### config.mk
export PLATFORM = sky130hd
export DESIGN_NAME = thermostat_setpoint_controller
export DESIGN_NICKNAME = d
export VERILOG_FILES = /design/src/hdl/tsc_pkg.sv /design/src/hdl/tsc_core.sv /design/src/hdl/thermostat_setpoint_controller.sv
export VERILOG_INCLUDE_DIRS = /design/src /design/src/hdl
export SDC_FILE = /design/constraint.sdc
export NUM_CORES = 1
export LEC_CHECK = 0
export BUFFER_PORTS_ARGS = -buffer_cell sky130_fd_sc_hd__clkbuf_2
export CORE_UTILIZATION = 42
export CTS_BUF_LIST = sky130_fd_sc_hd__clkbuf_4 sky130_fd_sc_hd__clkbuf_8
export CTS_CLUSTER_DIAMETER = 80
export DETAILED_ROUTE_END_ITERATION = 7
export RECOVER_POWER = 100
export SETUP_SLACK_MARGIN = 0.15
export SYNTH_ARGS = -nofsm -noshare
export SYNTH_HDL_FRONTEND = slang
export SYNTH_SLANG_ARGS = --single-unit
export TNS_END_PERCENT = 30
### constraint.sdc
create_clock -name clk -period 14.1 [get_ports clk]
set_clock_uncertainty 0.05 [all_clocks]
set_input_delay 2.82 -clock clk [delete_from_list [all_inputs] [get_ports clk]]
set_output_delay 2.82 -clock clk [all_outputs]
set_load 0.005 [all_outputs]
### src/hdl/assert_macros.svh
// ----------------------------------------------------------------------------
// assert_macros.svh
// Shared concurrent assertion macros, clocked on clk, quiet during reset.
// ----------------------------------------------------------------------------
`ifndef ASSERT_MACROS_SVH
`define ASSERT_MACROS_SVH

// Property must hold at every clock edge outside reset.
`define ASSERT_PROP(lbl, prop, msg) \
	lbl: assert property (@(posedge clk) disable iff (!arst_n) (prop)) else $error(msg);

// Expression must never be true at a clock edge outside reset.
`define ASSERT_NEVER(lbl, expr, msg) \
	lbl: assert property (@(posedge clk) disable iff (!arst_n) !(expr)) else $error(msg);

`endif

### src/hdl/tsc_pkg.sv
// ----------------------------------------------------------------------------
// tsc_pkg
// Types, codes and constants of the thermostat setpoint controller.
// ----------------------------------------------------------------------------
package tsc_pkg;

	// Event kinds carried by an item
	typedef enum logic [1:0] {
		FUNC_TICK   = 2'd0,
		FUNC_UP     = 2'd1,
		FUNC_DOWN   = 2'd2,
		FUNC_SAMPLE = 2'd3
	} func_t;

	// Configuration register indexes
	localparam int CFG_IDX_W = 3;
	localparam logic [CFG_IDX_W-1:0] CFG_MIN_SETPOINT    = 3'd0;
	localparam logic [CFG_IDX_W-1:0] CFG_MAX_SETPOINT    = 3'd1;
	localparam logic [CFG_IDX_W-1:0] CFG_SET_STEP        = 3'd2;
	localparam logic [CFG_IDX_W-1:0] CFG_HYSTERESIS_BAND = 3'd3;
	localparam logic [CFG_IDX_W-1:0] CFG_EDIT_TIMEOUT    = 3'd4;

	// Configuration reset values
	localparam logic [7:0]  MIN_SETPOINT_RST    = 8'd35;
	localparam logic [7:0]  MAX_SETPOINT_RST    = 8'd75;
	localparam logic [7:0]  SET_STEP_RST        = 8'd5;
	localparam logic [7:0]  HYSTERESIS_BAND_RST = 8'd5;
	localparam logic [15:0] EDIT_TIMEOUT_RST    = 16'd5000;

	// State reset values
	localparam logic [7:0] TARGET_RST = 8'd60;

	// Sample averaging: group size and reciprocal for the divide (1..16)
	localparam int SAMPLES_PER_AVG = 10;
	localparam int SUM_W    = 12;
	localparam int CNT_W    = $clog2(SAMPLES_PER_AVG + 1);
	localparam int RECIP_SH = 16;
	localparam int RECIP_W  = RECIP_SH + 1;
	localparam logic [RECIP_W-1:0] AVG_RECIP =
		RECIP_W'(((1 << RECIP_SH) + SAMPLES_PER_AVG - 1) / SAMPLES_PER_AVG);
	localparam int PROD_W   = SUM_W + RECIP_W;

	typedef struct packed {
		logic [7:0]  min_setpoint;
		logic [7:0]  max_setpoint;
		logic [7:0]  set_step;
		logic [7:0]  hysteresis_band;
		logic [15:0] edit_timeout;
	} cfg_t;

	typedef struct packed {
		logic       relay_on;
		logic       cool_indicator;
		logic       edit_mode;
		logic [7:0] shown_value;
		logic [7:0] set_point;
		logic [7:0] average;
	} result_t;

endpackage

### src/hdl/tsc_core.sv
// ----------------------------------------------------------------------------
// tsc_core
// Controller state and its update for a single event item.
// ----------------------------------------------------------------------------
module tsc_core (
	input  logic            clk,
	input  logic            arst_n,
	input  logic            step_en,
	input  tsc_pkg::func_t  func,
	input  logic [7:0]      sample,
	input  tsc_pkg::cfg_t   cfg,
	output tsc_pkg::result_t res
);
	import tsc_pkg::*;

	logic              mode_q, mode_nx;
	logic [15:0]       idle_q, idle_nx;
	logic [7:0]        target_q, target_nx;
	logic [SUM_W-1:0]  sum_q, sum_nx;
	logic [CNT_W-1:0]  cnt_q, cnt_nx;
	logic [7:0]        mean_q, mean_nx;
	logic              relay_q, relay_nx;
	logic              cool_q, cool_nx;

	logic [8:0]        up_sum;
	logic [15:0]       idle_inc;
	logic [SUM_W-1:0]  sum_inc;
	logic [CNT_W-1:0]  cnt_inc;
	logic [PROD_W-1:0] avg_prod;

	assign up_sum   = {1'b0, target_q} + {1'b0, cfg.set_step};
	assign idle_inc = idle_q + 16'd1;
	assign sum_inc  = sum_q + SUM_W'(sample);
	assign cnt_inc  = cnt_q + CNT_W'(1);
	// divide by the group size: multiply by rounded-up reciprocal
	assign avg_prod = PROD_W'(sum_inc) * PROD_W'(AVG_RECIP);

	always_comb begin
		mode_nx   = mode_q;
		idle_nx   = idle_q;
		target_nx = target_q;
		sum_nx    = sum_q;
		cnt_nx    = cnt_q;
		mean_nx   = mean_q;
		case (func)
			FUNC_TICK: begin
				if (mode_q) begin
					idle_nx = idle_inc;
					if (idle_inc >= cfg.edit_timeout) begin
						mode_nx = 1'b0;
						idle_nx = '0;
					end
				end
			end
			FUNC_UP: begin
				idle_nx = '0;
				if (!mode_q) begin
					mode_nx = 1'b1;
				end else if (up_sum <= {1'b0, cfg.max_setpoint}) begin
					target_nx = up_sum[7:0];
				end
			end
			FUNC_DOWN: begin
				idle_nx = '0;
				if (!mode_q) begin
					mode_nx = 1'b1;
				end else if (target_q >= cfg.set_step &&
						(target_q - cfg.set_step) >= cfg.min_setpoint) begin
					target_nx = target_q - cfg.set_step;
				end
			end
			FUNC_SAMPLE: begin
				sum_nx = sum_inc;
				cnt_nx = cnt_inc;
				if (cnt_inc >= CNT_W'(SAMPLES_PER_AVG)) begin
					mean_nx = avg_prod[RECIP_SH +: 8];
					sum_nx  = '0;
					cnt_nx  = '0;
				end
			end
			default: begin
			end
		endcase
	end

	// Hysteresis check on the updated setpoint and average
	always_comb begin
		relay_nx = relay_q;
		cool_nx  = cool_q;
		if (({1'b0, mean_nx} + {1'b0, cfg.hysteresis_band}) < {1'b0, target_nx}) begin
			relay_nx = 1'b1;
			cool_nx  = 1'b0;
		end else if ({1'b0, mean_nx} > ({1'b0, target_nx} + {1'b0, cfg.hysteresis_band})) begin
			relay_nx = 1'b0;
			cool_nx  = 1'b1;
		end
	end

	always_ff @(posedge clk or negedge arst_n) begin
		if (!arst_n) begin
			mode_q   <= 1'b0;
			idle_q   <= '0;
			target_q <= TARGET_RST;
			sum_q    <= '0;
			cnt_q    <= '0;
			mean_q   <= '0;
			relay_q  <= 1'b0;
			cool_q   <= 1'b0;
		end else if (step_en) begin
			mode_q   <= mode_nx;
			idle_q   <= idle_nx;
			target_q <= target_nx;
			sum_q    <= sum_nx;
			cnt_q    <= cnt_nx;
			mean_q   <= mean_nx;
			relay_q  <= relay_nx;
			cool_q   <= cool_nx;
		end
	end

	assign res.relay_on       = relay_q;
	assign res.cool_indicator = cool_q;
	assign res.edit_mode      = mode_q;
	assign res.shown_value    = mode_q ? target_q : mean_q;
	assign res.set_point      = target_q;
	assign res.average        = mean_q;

endmodule

### src/hdl/thermostat_setpoint_controller.sv
// Items pass the input register, then the core's state registers (results).
// One item per cycle unless results stall; state update is one pass of logic.
// An input register holds one item while a finished result waits on stall.
// Reset (arst_n low) clears state, empties both stages, loads default config.
// ----------------------------------------------------------------------------
// thermostat_setpoint_controller
// Water heater thermostat: sample averaging, setpoint editing with timeout,
// and a hysteresis relay with a cooling indicator.
// ----------------------------------------------------------------------------
`include "assert_macros.svh"

module thermostat_setpoint_controller (
	input  logic                          clk,
	input  logic                          arst_n,
	// event items
	input  logic                          item_valid,
	output logic                          item_stall,
	input  logic [1:0]                    func,
	input  logic [7:0]                    sample,
	// result items
	output logic                          result_valid,
	input  logic                          result_stall,
	output logic                          relay_on,
	output logic                          cool_indicator,
	output logic                          edit_mode,
	output logic [7:0]                    shown_value,
	output logic [7:0]                    set_point,
	output logic [7:0]                    average,
	// configuration writes
	input  logic                          cfg_valid,
	output logic                          cfg_ready,
	input  logic [tsc_pkg::CFG_IDX_W-1:0] cfg_index,
	input  logic [15:0]                   cfg_data
);
	import tsc_pkg::*;

	cfg_t    cfg_q;
	logic    s1_valid_q;
	func_t   func_s1;
	logic [7:0] sample_s1;
	logic    out_valid_q;
	logic    advance;
	logic    item_take;
	logic    step_en;
	result_t res;

	// Writes are always taken; indexes past the list are dropped.
	assign cfg_ready = 1'b1;

	always_ff @(posedge clk or negedge arst_n) begin
		if (!arst_n) begin
			cfg_q.min_setpoint    <= MIN_SETPOINT_RST;
			cfg_q.max_setpoint    <= MAX_SETPOINT_RST;
			cfg_q.set_step        <= SET_STEP_RST;
			cfg_q.hysteresis_band <= HYSTERESIS_BAND_RST;
			cfg_q.edit_timeout    <= EDIT_TIMEOUT_RST;
		end else if (cfg_valid) begin
			case (cfg_index)
				CFG_MIN_SETPOINT:    cfg_q.min_setpoint    <= cfg_data[7:0];
				CFG_MAX_SETPOINT:    cfg_q.max_setpoint    <= cfg_data[7:0];
				CFG_SET_STEP:        cfg_q.set_step        <= cfg_data[7:0];
				CFG_HYSTERESIS_BAND: cfg_q.hysteresis_band <= cfg_data[7:0];
				CFG_EDIT_TIMEOUT:    cfg_q.edit_timeout    <= cfg_data;
				default: begin
				end
			endcase
		end
	end

	// The state update advances whenever the result slot is free or is
	// being taken this cycle. The input register stalls only when it is
	// full and cannot advance, so one item is taken while a result waits.
	assign advance    = !out_valid_q || !result_stall;
	assign item_stall = s1_valid_q && !advance;
	assign item_take  = item_valid && !item_stall;
	assign step_en    = s1_valid_q && advance;

	// Input register: load on accept, drop once the item is consumed.
	always_ff @(posedge clk or negedge arst_n) begin
		if (!arst_n) begin
			s1_valid_q <= 1'b0;
		end else if (item_take) begin
			s1_valid_q <= 1'b1;
		end else if (advance) begin
			s1_valid_q <= 1'b0;
		end
	end

	always_ff @(posedge clk) begin
		if (item_take) begin
			func_s1   <= func_t'(func);
			sample_s1 <= sample;
		end
	end

	// The core's state registers are the result register: they change
	// only when a step runs, which needs the result slot free.
	tsc_core u_core (
		.clk    (clk),
		.arst_n (arst_n),
		.step_en(step_en),
		.func   (func_s1),
		.sample (sample_s1),
		.cfg    (cfg_q),
		.res    (res)
	);

	// Result valid: set by a step, cleared when taken without a new step.
	always_ff @(posedge clk or negedge arst_n) begin
		if (!arst_n) begin
			out_valid_q <= 1'b0;
		end else if (step_en) begin
			out_valid_q <= 1'b1;
		end else if (!result_stall) begin
			out_valid_q <= 1'b0;
		end
	end

	assign result_valid   = out_valid_q;
	assign relay_on       = res.relay_on;
	assign cool_indicator = res.cool_indicator;
	assign edit_mode      = res.edit_mode;
	assign shown_value    = res.shown_value;
	assign set_point      = res.set_point;
	assign average        = res.average;

	// A held input item is never lost while the result side is stalled.
	`ASSERT_PROP(a_s1_hold, (s1_valid_q && !advance) |=> s1_valid_q, "input item dropped")
	// A waiting result is never overwritten by a step.
	`ASSERT_NEVER(a_no_overwrite, step_en && out_valid_q && result_stall, "result overwritten")
	// Without a step the visible state stays put.
	`ASSERT_PROP(a_state_still, !step_en |=> $stable(res), "state moved without an item")
	// Heating and cooling indications never overlap.
	`ASSERT_NEVER(a_relay_cool, relay_on && cool_indicator, "relay and cool both set")

endmodule

Word level (Yosys, flattened, before mapping)
Cells that the tools add are included.
- bits of input ports: 34
- output and inout port bits: 30
- flip-flop bits (word level): 111
- add/subtract/negate cells: 7
- magnitude comparators: 7
- mux-type cells: 24
- equality and inequality tests: 9
- reductions and logical operators: 24
- $mul: 1
- operators with widths (operator ; count):
    8-bit two-way mux ; 7
    16-bit two-way mux ; 2
    16-bit case mux with 2 select lines ; 1
    8-bit by 8-bit adder with 9-bit output ; 3
    12-bit by 12-bit multiplier with 23-bit output, second input constant ; 1
    16-bit by 1-bit adder with 16-bit output, second input constant ; 1
    16-bit >= comparator ; 1
    8-bit >= comparator ; 2
    8-bit case mux with 2 select lines ; 1
    2-bit AND reduction ; 8
    12-bit by 8-bit adder with 12-bit output ; 1
    12-bit two-way mux ; 1
    1-bit two-way mux ; 10
    8-bit by 9-bit greater-than comparator with 1-bit output ; 1
    9-bit by 8-bit less-or-equal comparator with 1-bit output ; 1
    9-bit by 8-bit < comparator with 1-bit output ; 1
    8-bit subtractor ; 1
    3-bit by 2-bit == test with 1-bit output, second input constant ; 2
    2-bit nonzero test ; 3
    4-bit by 1-bit adder with 4-bit output, second input constant ; 1
    2-bit == test, second input constant ; 2
    4-bit >= comparator, second input constant ; 1
    1-bit logical AND ; 4
    1-bit logical NOT ; 4
    11 further kinds ; 12

Logic depth before layout (Yosys ltp)
- depth after elaboration: 10
- gate-level depth with buffers: 38

Hierarchy
From an unflattened synthesis, not the netlist that was laid out.
- cells, all modules: 1105
- area, all modules: 10585.2 um2
- modules (own cells, without submodules) (module ; instances ; cells each ; area an instance (um2)):
    tsc_core ; 1 ; 980 ; 8290.5
    thermostat_setpoint_controller ; 1 ; 125 ; 2294.7

Worst setup path before layout
No wires, ideal clock.
- path kind: reg-to-reg
- from: reg sample_s1[0]
- to: reg u_core.relay_q
- path slack: 5638 ps
- arrival time: 8267 ps
- buffers on the path: 0
- data required time: 13905 ps
- stages on the path, launching flop included: 37
- cell sequence: edfxtp_1 -> ha_1 -> fa_1 -> a21o_1 -> a21oi_1 -> nand2b_1 -> a21boi_1 -> a211oi_2 -> ha_1 -> inv_1 -> fa_1 -> inv_1 -> fa_1 -> fa_1 -> inv_1 -> fa_1 -> inv_1 -> ha_1 -> or2_2 -> a311oi_1 -> o21bai_1 -> a21oi_1 -> xnor2_1 -> mux2_2 -> ha_1 -> a21o_1 -> a21o_1 -> a21o_1 -> a21oi_1 -> o21ai_0 -> xor2_1 -> ha_1 -> nand3_1 -> or3_1 -> o2111a_1 -> o41ai_1 -> o21ai_0
- cells in the longest elaborated chain, start to end: 8
- RTL lines (item ; RTL line ; source):
    start: declaration ; thermostat_setpoint_controller.sv:40 ; logic [7:0] sample_s1;
    start signal: assignment ; thermostat_setpoint_controller.sv:92 ; sample_s1 <= sample;
    12-bit by 8-bit adder with 12-bit output * ; tsc_core.sv:33 ; assign sum_inc = sum_q + SUM_W'(sample);
    12-bit by 12-bit multiplier with 23-bit output * ; tsc_core.sv:36 ; assign avg_prod = PROD_W'(sum_inc) * PROD_W'(AVG_RECIP);
    8-bit two-way mux * ; tsc_core.sv:75 ; if (cnt_inc >= CNT_W'(SAMPLES_PER_AVG)) begin
    8-bit two-way mux * ; tsc_core.sv:45 ; case (func)
    via u_core.mean_nx[1] ; tsc_core.sv:21 ; logic [7:0] mean_q, mean_nx;
    8-bit by 8-bit adder with 9-bit output ; tsc_core.sv:90 ; if (({1'b0, mean_nx} + {1'b0, cfg.hysteresis_band}) < {1'b0, target_nx}) begin
    9-bit by 8-bit < comparator with 1-bit output ; tsc_core.sv:90 ;
    2-bit nonzero test (no line) ; n/a ;
    2-bit AND reduction (no line) ; n/a ;
    end signal: assignment ; tsc_core.sv:116 ; relay_q <= relay_nx;
    end: declaration ; tsc_core.sv:22 ; logic relay_q, relay_nx;
The timed path passes the listed nets; every way through them passes the cells marked *.
A chain may end at the register's enable or synchronous reset.

Worst setup path in the final report
Ends and elaborated chain as after synthesis.

==> impl_metrics.csv <==
group,metric,value,unit
run_status,status,"finished, violations left",
run_status,failed_checks,"capacitance limit, slew limit",
place,place.gp.congestion,0.865,
hold_path,worstHoldPathCells,2,
clock_tree,holdBufCountCts,0,
place,post-place-ws,4900,ps
clock_tree,cts_setup_buffers,0,
global_routing,grt_pass1_wl,41200,um
synth,async_reset_ff_share,91.0,%
floorplan,die_h,160,um
floorplan,die_w,160,um
clock_tree,clock_sinks,111,
hold_path,hold_class,"flop to flop",
critical_path,max_stage_delay,910,ps
synth,synth_edf_count,10,
global_routing,antenna_found_initial,0,
synth,synth-simple-area-share,13.2,%
drt,drc,0,
sta,timing.slew.headroom,-159,%
global_routing,grt_start_max_net_pins,72,
clock_tree,clockBufferDepth,2,
synth,synth_top_family_by_area,"adder cells",
place,post-dp-hpwl,20100,um
synth,synth_top_flop_cell,"dfrtp_1",
global_routing,grt.total_usage,20.1,%
synth,ys_seq_elements,111,
clock_tree,cts-root-buf,"clkbuf_8",
critical_path,worstPathMaxFanout,8,
synth,synth_common_cells,"ha_1, inv_1, nand2_1",
place,placed_cells,1502,
synth,synth.most_common_cell,"ha_1",
clock_tree,clkLatencyLatePin,390,ps
sta,clock.fmax,104,MHz
floorplan,dieArea,25700,sq um
synth,synth-xor-area-share,5.16,%
drt,drt_iter0_drc,491,
layout,instances_no_fill,1518,
clock_tree,htree_levels,3,
synth,synth_nets,1387,
synth,synth_area,10500,sq um
synth,synth-compound-area-share,15.1,%
synth,syn_avg_cell_area,9.26,sq um
floorplan,io_pins,64,
global_routing,grt_pass1_vias,7862,
synth,syn_inst,1135,
drt,num_vias,8016,
hold_path,hold_start,"u_core.sum_q[4]",
critical_path,end_kind,"flop",
layout,diodes,0,
layout,synthToLayoutAreaGrowth,7.08,%
synth,synth.area.top_cells,"ha_1, dfrtp_1, fa_1",
drt,ant_nets,0,
clock_tree,path_clk_slew,110,ps
drt,finalWirelength,24800,um
clock_tree,cts_buffers,9,
run,maxCapViolations,2,
critical_path,path_class,"flop to flop",
critical_path,crit_arrival,9860,ps
clock_tree,tritoncts,"yes",
critical_path,cp-start-kind,"flop",
global_routing,grt-ovfl-total,0,
layout,fill_cells,2455,
drt,vias_per_cell,5.28,
sta,finalHoldViolCount,0,
critical_path,reg2regPathDepth,35,
layout,drive_gt1_share,10.1,%
floorplan,core,24500,sq um
clock_tree,post_cts_resized,0,
critical_path,crit-reg2reg-launch,"sample_s1[0]",
sta,finalCriticalPeriod,9650,ps
hold_path,min_to,"u_core.sum_q[4]",
drt,dr.pass1.iters,5,
synth,yosysSeqAreaShare,27.1,%
sta,finalSetupViolations,0,
synth,yosysUniqueCellTypes,76,
sta,rsz0062_at_grt,"false",
synth,yosysTopAreaCell,"ha_1",
synth,synthMuxAreaShare,4.03,%
synth,synthAdderAreaFrac,28.9,%
sta,tightest_slew,3880,ps
sta,tns,0,ps
floorplan,rows,57,
sta,maxSlewViolCount,104,
layout,num-nets-final,1441,
sta,fin_crit_sh,68.5,%
critical_path,r2r-end,"u_core.relay_q",
place,io_buffers,62,
critical_path,crit_required,14300,ps
synth,netlist.area_leader.share,21.1,%
critical_path,cpMaxStageDelayCell,"a211oi_1",
floorplan,start_util,43.0,%
critical_path,r2r_setup_slack,4450,ps
sta,fin_ws,4450,ps
synth,yosysWarnings,0,
drt,avgRoutedWirePerCell,16.3,um
==> placed cells by master (no fill, tap or decap), types with 11 or more instances in the layout <==
cell type,instances
nor3_1,15
nand2b_1,11
a21o_1,27
dfrtp_1,81
clkbuf_2,47
nand3_1,35
clkbuf_1,22
xnor2_1,38
dfstp_2,16
a21oi_1,47
ha_1,177
xor2_1,24
nor2_1,31
inv_1,146
fa_1,41
mux2_2,29
o21ai_0,88
nand2_1,126
==> worst max-delay path by stage <==
stage                  from        endpoint  slack, ps
5_1_grt        sample_s1[0]  u_core.relay_q       3780
6_report       sample_s1[0]  u_core.relay_q       4450
3_3_place_gp   sample_s1[0]  u_core.relay_q       5100
3_5_place_dp   sample_s1[0]  u_core.relay_q       4900
4_1_cts        sample_s1[0]  u_core.relay_q       4860
2_1_floorplan  sample_s1[0]  u_core.relay_q       5640
==> layer usage <==
| metal | share of wire (%) | vias up | track usage, % |
|---|---|---|---|
| li1 | - | 4039 | - |
| met1 | 51 | 3845 | 29.4 |
| met2 | 45 | 113 | 32.1 |
| met3 | 2.7 | 19 | 1.64 |
| met4 | 1.1 | 0 | 4.42 |
| met5 | 0 | - | 0 |
==> layout make-up <==
class	instances	area [sq um]	area share, %
Clock buffer	12	146	1.30
Clock inverter	4	23.8	0.211
Inverter	147	552	4.90
Sequential cell	111	2850	25.3
Multi-Input combinational cell	849	6950	61.7
Timing Repair Buffer	71	333	2.96
Tap cell	324	405	3.60
==> flip-flops by register name (all words and copies together), names as in the netlist, 2 cells and up <==
| signal | count |
|---|---|
| cfg_q | 48 |
| func_s1 | 2 |
| sample_s1 | 8 |
| u_core.cnt_q | 4 |
| u_core.idle_q | 16 |
| u_core.mean_q | 8 |
| u_core.sum_q | 12 |
| u_core.target_q | 8 |
==> through the flow <==
step | utilization [%] | hold WS (ps) | instance area, sq um
2_1_floorplan | - | 393 | 10500
3_3_place_gp | 45.8 | 409 | 11200
3_5_place_dp | 45.8 | 415 | 11200
4_1_cts | 46.5 | 440 | 11400
5_1_grt | 46.0 | 484 | 11300
6_report | 46.0 | 435 | 11300
==> worst max-delay path, delay by kind of cell, from the launching register on <==
kind | cells | cell delay (ps)
muxes | 1 | 360
adders and majority gates | 10 | 3960
buffers and inverters | 4 | 220
AOI/OAI and AO/OA | 14 | 3450
and+or+nand+nor | 4 | 830
DFF | 1 | 390
xor gates and xnor gates | 2 | 260
==> kinds of logic (layout without fill, tap and decap cells) <==
logic type | count (synthesis) | count (layout)
AND/OR/NAND/NOR | 287 | 287
AO/OA/AOI/OAI | 243 | 243
adder cells (fa/ha/maj) | 218 | 218
buffers and inverters | 175 | 234
flip-flops | 111 | 111
XOR/XNOR | 62 | 62
multiplexers | 38 | 38
other | 1 | 1
Power is left out: the tool's default activity adds up to more than one toggle a clock period on the data nets, which glitch-free logic cannot reach.
